### config.mk
export PLATFORM = sky130hd
export DESIGN_NAME = length_prefixed_frame_decoder_top
export DESIGN_NICKNAME = d
export VERILOG_FILES = /design/src/lpfd_pkg.sv /design/src/lpfd_in_stage.sv /design/src/lpfd_core.sv /design/src/lpfd_out_stage.sv /design/src/length_prefixed_frame_decoder_top.sv
export SDC_FILE = /design/constraint.sdc
export NUM_CORES = 1
export LEC_CHECK = 0
export ABC_AREA = 1
export BUFFER_PORTS_ARGS = -buffer_cell sky130_fd_sc_hd__buf_2
export CAP_MARGIN = 0
export CORE_MARGIN = 2
export CORE_UTILIZATION = 63
export CTS_BUF_LIST = sky130_fd_sc_hd__clkbuf_8
export DETAILED_ROUTE_END_ITERATION = 8
export GPL_TIMING_DRIVEN = 0
export PLACE_DENSITY = 0.84
export SLEW_MARGIN = 10
export SYNTH_ARGS = -nofsm -noshare
export SYNTH_HDL_FRONTEND = slang
export SYNTH_HIERARCHICAL = 1
export SYNTH_SLANG_ARGS = --single-unit
export TNS_END_PERCENT = 100
### constraint.sdc
create_clock -name clk_i -period 5.4 [get_ports clk_i]
set_clock_uncertainty 0.15 [all_clocks]
set_input_delay 0.27 -clock clk_i [delete_from_list [all_inputs] [get_ports clk_i]]
set_output_delay 0.27 -clock clk_i [all_outputs]
set_load 0.005 [all_outputs]
### src/lpfd_pkg.sv
// Package: types and constants shared by the length-prefixed frame decoder.
package lpfd_pkg;

  localparam int unsigned CountW = 17;
  localparam logic [CountW-1:0] CountMax = '1;
  localparam logic [CountW-1:0] Overhead = CountW'(8);
  localparam logic [CountW-1:0] MinPacket = CountW'(8 + 1);

  typedef enum logic [2:0] {
    StOk       = 3'd0,
    StShort    = 3'd1,
    StCapacity = 3'd2,
    StLength   = 3'd3,
    StChecksum = 3'd4
  } status_e;

  typedef struct packed {
    logic [7:0] in_byte;
    logic       end_of_packet;
  } in_item_t;

  typedef struct packed {
    logic [7:0]         out_byte;
    logic               is_status;
    logic [2:0]         status;
    logic signed [15:0] client_id;
    logic [15:0]        frame_len;
  } out_item_t;

  typedef struct packed {
    logic      has_result;
    out_item_t item;
  } core_result_t;

endpackage

### src/lpfd_in_stage.sv
// Input register stage of the frame decoder.
module lpfd_in_stage (
  input  logic              clk_i,
  input  logic              rst_ni,
  input  logic              in_valid_i,
  output logic              in_stall_o,
  input  lpfd_pkg::in_item_t in_item_i,
  input  logic              advance_i,
  output logic              valid_o,
  output lpfd_pkg::in_item_t item_o
);
  import lpfd_pkg::*;

  logic     valid_q, valid_d;
  in_item_t item_q;
  logic     load;

  assign in_stall_o = valid_q && !advance_i;
  assign load       = in_valid_i && !in_stall_o;

  always_comb begin
    valid_d = valid_q;
    if (load) begin
      valid_d = 1'b1;
    end else if (advance_i) begin
      valid_d = 1'b0;
    end
  end

  always_ff @(posedge clk_i or negedge rst_ni) begin
    if (!rst_ni) begin
      valid_q <= 1'b0;
    end else begin
      valid_q <= valid_d;
    end
  end

  always_ff @(posedge clk_i) begin
    if (load) begin
      item_q <= in_item_i;
    end
  end

  assign valid_o = valid_q;
  assign item_o  = item_q;

endmodule

### src/lpfd_core.sv
// Packet state, running checksum and status decision of the frame decoder.
module lpfd_core (
  input  logic                  clk_i,
  input  logic                  rst_ni,
  input  logic                  cfg_valid_i,
  input  logic [15:0]           cfg_data_i,
  input  logic                  fire_i,
  input  lpfd_pkg::in_item_t     item_i,
  output lpfd_pkg::core_result_t result_o
);
  import lpfd_pkg::*;

  logic [15:0]       capacity_q;
  logic [CountW-1:0] byte_count_q, byte_count_d;
  logic [15:0]       header_length_q, header_length_d;
  logic [31:0]       running_sum_q, running_sum_d;
  logic [31:0]       received_sum_q, received_sum_d;
  logic [15:0]       id_shift_q, id_shift_d;

  logic [CountW-1:0] pos, hdr_end, cnt_nx, over_len;
  logic [15:0]       hdr_nx, id_nx;
  logic [31:0]       sum_nx, rcv_nx;
  logic              is_payload;
  status_e           st;
  logic [7:0]        b;

  assign b       = item_i.in_byte;
  assign pos     = byte_count_q;
  assign hdr_end = {1'b0, header_length_q} + CountW'(2);
  assign is_payload = (pos >= CountW'(2)) && (pos < hdr_end);

  always_comb begin
    hdr_nx = header_length_q;
    if (pos == '0) begin
      hdr_nx = {b, 8'h00};
    end else if (pos == CountW'(1)) begin
      hdr_nx = {header_length_q[15:8], b};
    end
  end

  assign sum_nx   = is_payload ? running_sum_q + {24'd0, b} : running_sum_q;
  assign rcv_nx   = {received_sum_q[23:0], id_shift_q[15:8]};
  assign id_nx    = {id_shift_q[7:0], b};
  assign cnt_nx   = (pos != CountMax) ? pos + CountW'(1) : pos;
  assign over_len = cnt_nx - Overhead;

  always_comb begin
    priority if (cnt_nx < MinPacket) begin
      st = StShort;
    end else if (cnt_nx == CountMax || over_len > {1'b0, capacity_q}) begin
      st = StCapacity;
    end else if (cnt_nx != {1'b0, hdr_nx} + Overhead) begin
      st = StLength;
    end else if (rcv_nx != sum_nx) begin
      st = StChecksum;
    end else begin
      st = StOk;
    end
  end

  always_comb begin
    result_o = '0;
    if (item_i.end_of_packet) begin
      result_o.has_result     = 1'b1;
      result_o.item.is_status = 1'b1;
      result_o.item.status    = st;
      result_o.item.client_id = id_nx;
      result_o.item.frame_len = hdr_nx;
    end else if (is_payload) begin
      result_o.has_result    = 1'b1;
      result_o.item.out_byte = b;
    end
  end

  always_comb begin
    byte_count_d    = byte_count_q;
    header_length_d = header_length_q;
    running_sum_d   = running_sum_q;
    received_sum_d  = received_sum_q;
    id_shift_d      = id_shift_q;
    if (fire_i) begin
      if (item_i.end_of_packet) begin
        byte_count_d    = '0;
        header_length_d = '0;
        running_sum_d   = '0;
        received_sum_d  = '0;
        id_shift_d      = '0;
      end else begin
        byte_count_d    = cnt_nx;
        header_length_d = hdr_nx;
        running_sum_d   = sum_nx;
        received_sum_d  = rcv_nx;
        id_shift_d      = id_nx;
      end
    end
  end

  always_ff @(posedge clk_i or negedge rst_ni) begin
    if (!rst_ni) begin
      capacity_q      <= 16'hFFFF;
      byte_count_q    <= '0;
      header_length_q <= '0;
      running_sum_q   <= '0;
      received_sum_q  <= '0;
      id_shift_q      <= '0;
    end else begin
      if (cfg_valid_i) begin
        capacity_q <= cfg_data_i;
      end
      byte_count_q    <= byte_count_d;
      header_length_q <= header_length_d;
      running_sum_q   <= running_sum_d;
      received_sum_q  <= received_sum_d;
      id_shift_q      <= id_shift_d;
    end
  end

endmodule

### src/lpfd_out_stage.sv
// Result register stage of the frame decoder.
module lpfd_out_stage (
  input  logic               clk_i,
  input  logic               rst_ni,
  input  logic               load_i,
  input  lpfd_pkg::out_item_t item_i,
  output logic               ready_o,
  output logic               out_valid_o,
  input  logic               out_stall_i,
  output lpfd_pkg::out_item_t out_item_o
);
  import lpfd_pkg::*;

  logic      valid_q, valid_d;
  out_item_t item_q;

  assign ready_o = !valid_q || !out_stall_i;

  always_comb begin
    valid_d = valid_q;
    if (load_i) begin
      valid_d = 1'b1;
    end else if (!out_stall_i) begin
      valid_d = 1'b0;
    end
  end

  always_ff @(posedge clk_i or negedge rst_ni) begin
    if (!rst_ni) begin
      valid_q <= 1'b0;
    end else begin
      valid_q <= valid_d;
    end
  end

  always_ff @(posedge clk_i) begin
    if (load_i) begin
      item_q <= item_i;
    end
  end

  assign out_valid_o = valid_q;
  assign out_item_o  = item_q;

endmodule

### src/length_prefixed_frame_decoder_top.sv
// Top level of the length-prefixed frame decoder with additive checksum.
//
//   channel | handshake              | payload
//   --------+------------------------+----------------------------
//   in      | in_valid_i / in_stall_o | in_item_i  (in_item_t)
//   out     | out_valid_o / out_stall_i | out_item_o (out_item_t)
//   cfg     | cfg_valid_i / cfg_ready_o | cfg_data_i (payload_capacity)
//
// One byte per cycle sustained, unless out_stall_i holds back a waiting result.
// Latency is set by the input register and the result register around the core.
// Bytes that give no result leave the input register without waiting on the output.
// Reset clears packet state and sets payload_capacity to 65535.
// out_stall_i backs up into in_stall_o only when a result is waiting.
module length_prefixed_frame_decoder_top (
  input  logic                clk_i,
  input  logic                rst_ni,
  input  logic                in_valid_i,
  output logic                in_stall_o,
  input  lpfd_pkg::in_item_t  in_item_i,
  output logic                out_valid_o,
  input  logic                out_stall_i,
  output lpfd_pkg::out_item_t out_item_o,
  input  logic                cfg_valid_i,
  output logic                cfg_ready_o,
  input  logic [15:0]         cfg_data_i
);
  import lpfd_pkg::*;

  logic         stg_valid, fire, out_ready;
  in_item_t     stg_item;
  core_result_t res;

  assign cfg_ready_o = 1'b1;
  assign fire = stg_valid && (!res.has_result || out_ready);

  lpfd_in_stage u_in (
    .clk_i      (clk_i),
    .rst_ni     (rst_ni),
    .in_valid_i (in_valid_i),
    .in_stall_o (in_stall_o),
    .in_item_i  (in_item_i),
    .advance_i  (fire),
    .valid_o    (stg_valid),
    .item_o     (stg_item)
  );

  lpfd_core u_core (
    .clk_i       (clk_i),
    .rst_ni      (rst_ni),
    .cfg_valid_i (cfg_valid_i),
    .cfg_data_i  (cfg_data_i),
    .fire_i      (fire),
    .item_i      (stg_item),
    .result_o    (res)
  );

  lpfd_out_stage u_out (
    .clk_i       (clk_i),
    .rst_ni      (rst_ni),
    .load_i      (fire && res.has_result),
    .item_i      (res.item),
    .ready_o     (out_ready),
    .out_valid_o (out_valid_o),
    .out_stall_i (out_stall_i),
    .out_item_o  (out_item_o)
  );

endmodule

==> flow_summary.toml <==
[cts]
clk_pin_slew_worst_paths_ns = 0.12
worstSkewPairLatency_ns = 0.49
numCtsBuffers = 17
h-tree-depth = 4
cts_tree = "built"
cts_sinks = 176
clock_path_buffers = 2
clockRootBuffer = "clkbuf_8"

[outcome]
status = "finished clean"

[timing]
slew_viol_final = 0
post-route-min-period_ns = 5.163
fin_crit_sh_pct = 95.61
tightest_slew_ns = 0.6987
fmax_mhz = 193.7
setup_viol = 0
worst_slack_ns = 0.2373
final.setup.tns_ns = 0
hold_viol_final = 0
relSlewSlack_pct = 53.42

[die]
start_util_pct = 64.10
io_pins = 77
num_rows = 49
die-area_um2 = 19310
die_w_um = 139.0
die_h_um = 139.0
core_um2 = 17900

[yosys]
ys.flop_type = "dfrtp_1"
synth_cells = 1536
synth_compound_area_share_pct = 9.541
synthSimpleGateAreaFrac_pct = 30.05
synth_top_area_share_pct = 23.33
synth_area_leaders = "dfrtp_1 23%, nand2_1 14%, edfxtp_1 14%"
synthMuxAreaShare_pct = 0.09814
synth_area_leader_cell = "dfrtp_1"
synthArstFlopShare_pct = 69.89
ys_ff_latch = 176
synth-xor-area-share_pct = 4.732
synthAdderAreaFrac_pct = 5.408
ys_seq_area_share_pct = 40.87
syn_nets = 1615
ys_types = 47
synth_edf_count = 53
synth_most_common_cell = "nand2_1"
netlist_area_um2 = 11470
yosysWarningCount = 6
synth_top_family_by_area = "simple AND/OR/NAND/NOR gates"
synthTopCellsByCount = "443 x nand2_1, 206 x inv_1, 139 x nor2_1"
synth.avg_cell_area_um2 = 7.471

[power_and_ir_drop]
p_total_uw = 7487
p_clk_share_pct = 13.0
seqPwrFrac_pct = 28.6
p_sw_uw = 3863
ir_worst_vdd_mv = 0.5344
p_leak_uw = 0.006364
combPwrFrac_pct = 58.4
powerDensity_nw_per_um2 = 574.1
internal_power_uw = 3624
p_sw_share_pct = 51.60

[worst_setup_path]
arrival_ns = 5.35
crit_slowest_cell = "clkbuf_1"
cp-start-kind = "flop"
crit_end = "u_core/header_length_q[7]$_DFFE_PN0P_"
startpoint = "u_core/header_length_q[2]$_DFFE_PN0P_"
r2r-start = "u_core/header_length_q[2]$_DFFE_PN0P_"
endpoint_kind = "flop"
worstPathMaxFanout = 10
r2r_end = "u_core/header_length_q[7]$_DFFE_PN0P_"
cp_data_required_time_ns = 5.59
worstPathCellList = "buf_4 > ha_1 > nand3_1 > nor2_1 > nand2_1 > nor3_2 > nand3_1 > nor3_2 > nand3_1 > xor2_1 > ha_1 > nand2_1 > o21ai_0 > a21oi_1 > nand4_1 > buf_4 > nand2_1 > a21oi_4 > clkbuf_4 > clkinv_4 > nor2_2 > clkinv_1 > clkbuf_1 > o22ai_1"
r2r_cells = 24
path_class = "reg -> reg"
max_stage_delay_ns = 0.52
reg2reg_slack_ns = 0.24

[global_routing]
antenna_found_initial = 0
grt_pass1_vias = 10396
overflow = 0
grt_max_degree = 79
grt_pass1_wl_um = 54830
grt_usage_pct = 36.13

[cells_and_area]
area_growth_pct = 13.64
final_area_um2 = 13040
stdcell_count = 1909
antenna_cells = 0
nNetsFinal = 1746
drive_above_1_share_pct = 13.69

[detailed_routing]
via_count = 11258
viasPerCell = 5.897
drt_wl_total_um = 34330
first_pass_iters = 8
drcViolationCount = 0
drt-wirelength-per-cell_um = 17.98
ant_nets = 0
drtIter0Drc = 1326

[flow_run]
maxCapViolCount = 0

[min_path]
min_path_type = "in -> async"

[placed_design]
dp_worst_setup_slack_ns = -1.457
dp.cells = 1842
dpl.hpwl_um = 25180
place_area_um2 = 12190
gp_congestion = 1.008
port_buffers = 75
[metrics by stage]
step / util [%] / hold WS (ns)
2_1_floorplan: - / -0.1756
3_3_place_gp: 67.79 / 0.3024
3_5_place_dp: 68.09 / 0.08523
4_1_cts: 72.44 / 0.1168
5_1_grt: 72.84 / 0.1367
6_report: 72.84 / 0.1271
[state kept, by name, indices dropped and copies added, names as in the netlist]
signal	cells
u_in/valid_o	1
u_core/capacity_q	16
u_core/header_length_q	16
u_out/out_item_o	44
u_core/running_sum_q	32
u_core/received_sum_q	24
u_core/id_shift_q	16
u_core/byte_count_q	17
u_out/out_valid_o	1
u_in/item_o	9
[power groups by stage]
stage,Sequential [µW],Clock [µW],Combinational (µW)
floorplan,2090,0,2980
finish,2140,976,4370
detailed placement,2150,0,4090
global placement,2140,0,3950
global route,2180,1050,4800
CTS,2120,987,4200
[placed cells by master (no fill, tap or decap), drive strengths merged, types with 16 or more instances in the layout]
cell type,n
a21oi,31
inv,227
dlygate4sd3,29
nand3,111
o22ai,87
xor2,55
edfxtp,53
ha,48
nor3,26
nor2,156
nand2,463
dfstp,16
nand4,27
clkbuf,45
dfrtp,107
buf,101
o21ai,60
[what timing repair did]
| action | in CTS | in global routing |
|---|---|---|
| pin swaps | 1 | 2 |
| endpoints found under the setup margin | 115 | 107 |
| buffers inserted | 1 | 5 |
| hold buffers | 29 | 0 |
| gates resized for setup | 20 | 16 |
| hold endpoints to repair | 74 | 0 |
[critical path, delay by kind of cell, from the launching register on]
kind	cells	cell delay, ns
adders and majority gates	2	0.47
xor gates and xnor gates	1	0.26
DFF	1	0.39
AOI/OAI and AO/OA	4	0.71
buffers and inverters	6	1.32
and+or+nand+nor	11	1.70
[logic make-up after synthesis]
kind of cell	after synthesis
simple gates	790
buf+inv	269
mux	1
xor+xnor	62
other cells	1
flops	176
fa+ha+maj	49
compound gates	188
[per-layer routing]
layer,vias to the layer above,track usage (%),wire length [µm]
met5,-,0,0
met4,0,12.01,1064
met3,97,7.044,3564
met2,690,56.18,15570
met1,5209,51.30,14120
li1,5262,-,-
[worst min path at each step]
stage | slack [ns] | from | endpoint
5_1_grt | 0.14 | rst_ni | u_core/byte_count_q[13]$_DFFE_PN0P_
6_report | 0.13 | rst_ni | u_core/byte_count_q[13]$_DFFE_PN0P_
3_5_place_dp | 0.09 | rst_ni | u_core/byte_count_q[13]$_DFFE_PN0P_
3_3_place_gp | 0.30 | in_item_i[3] | u_in/item_o[3]$_DFFE_PP_
2_1_floorplan | -0.18 | rst_ni | u_core/byte_count_q[0]$_DFFE_PN0P_
4_1_cts | 0.12 | cfg_valid_i | u_core/capacity_q[12]$_DFFE_PN1P_
[area by class of cell]
type / count / area (µm²)
buffer: 46 / 251.5
timing repair buffer: 112 / 764.5
multi-input combinational: 1091 / 5768
inverter: 223 / 847.1
tap: 229 / 286.5
clock inverter: 15 / 198.9
fill: 1450 / 4862
sequential: 176 / 4690
clock buffer: 17 / 234.0
Note: power is estimated with default switching activity, not from simulation.
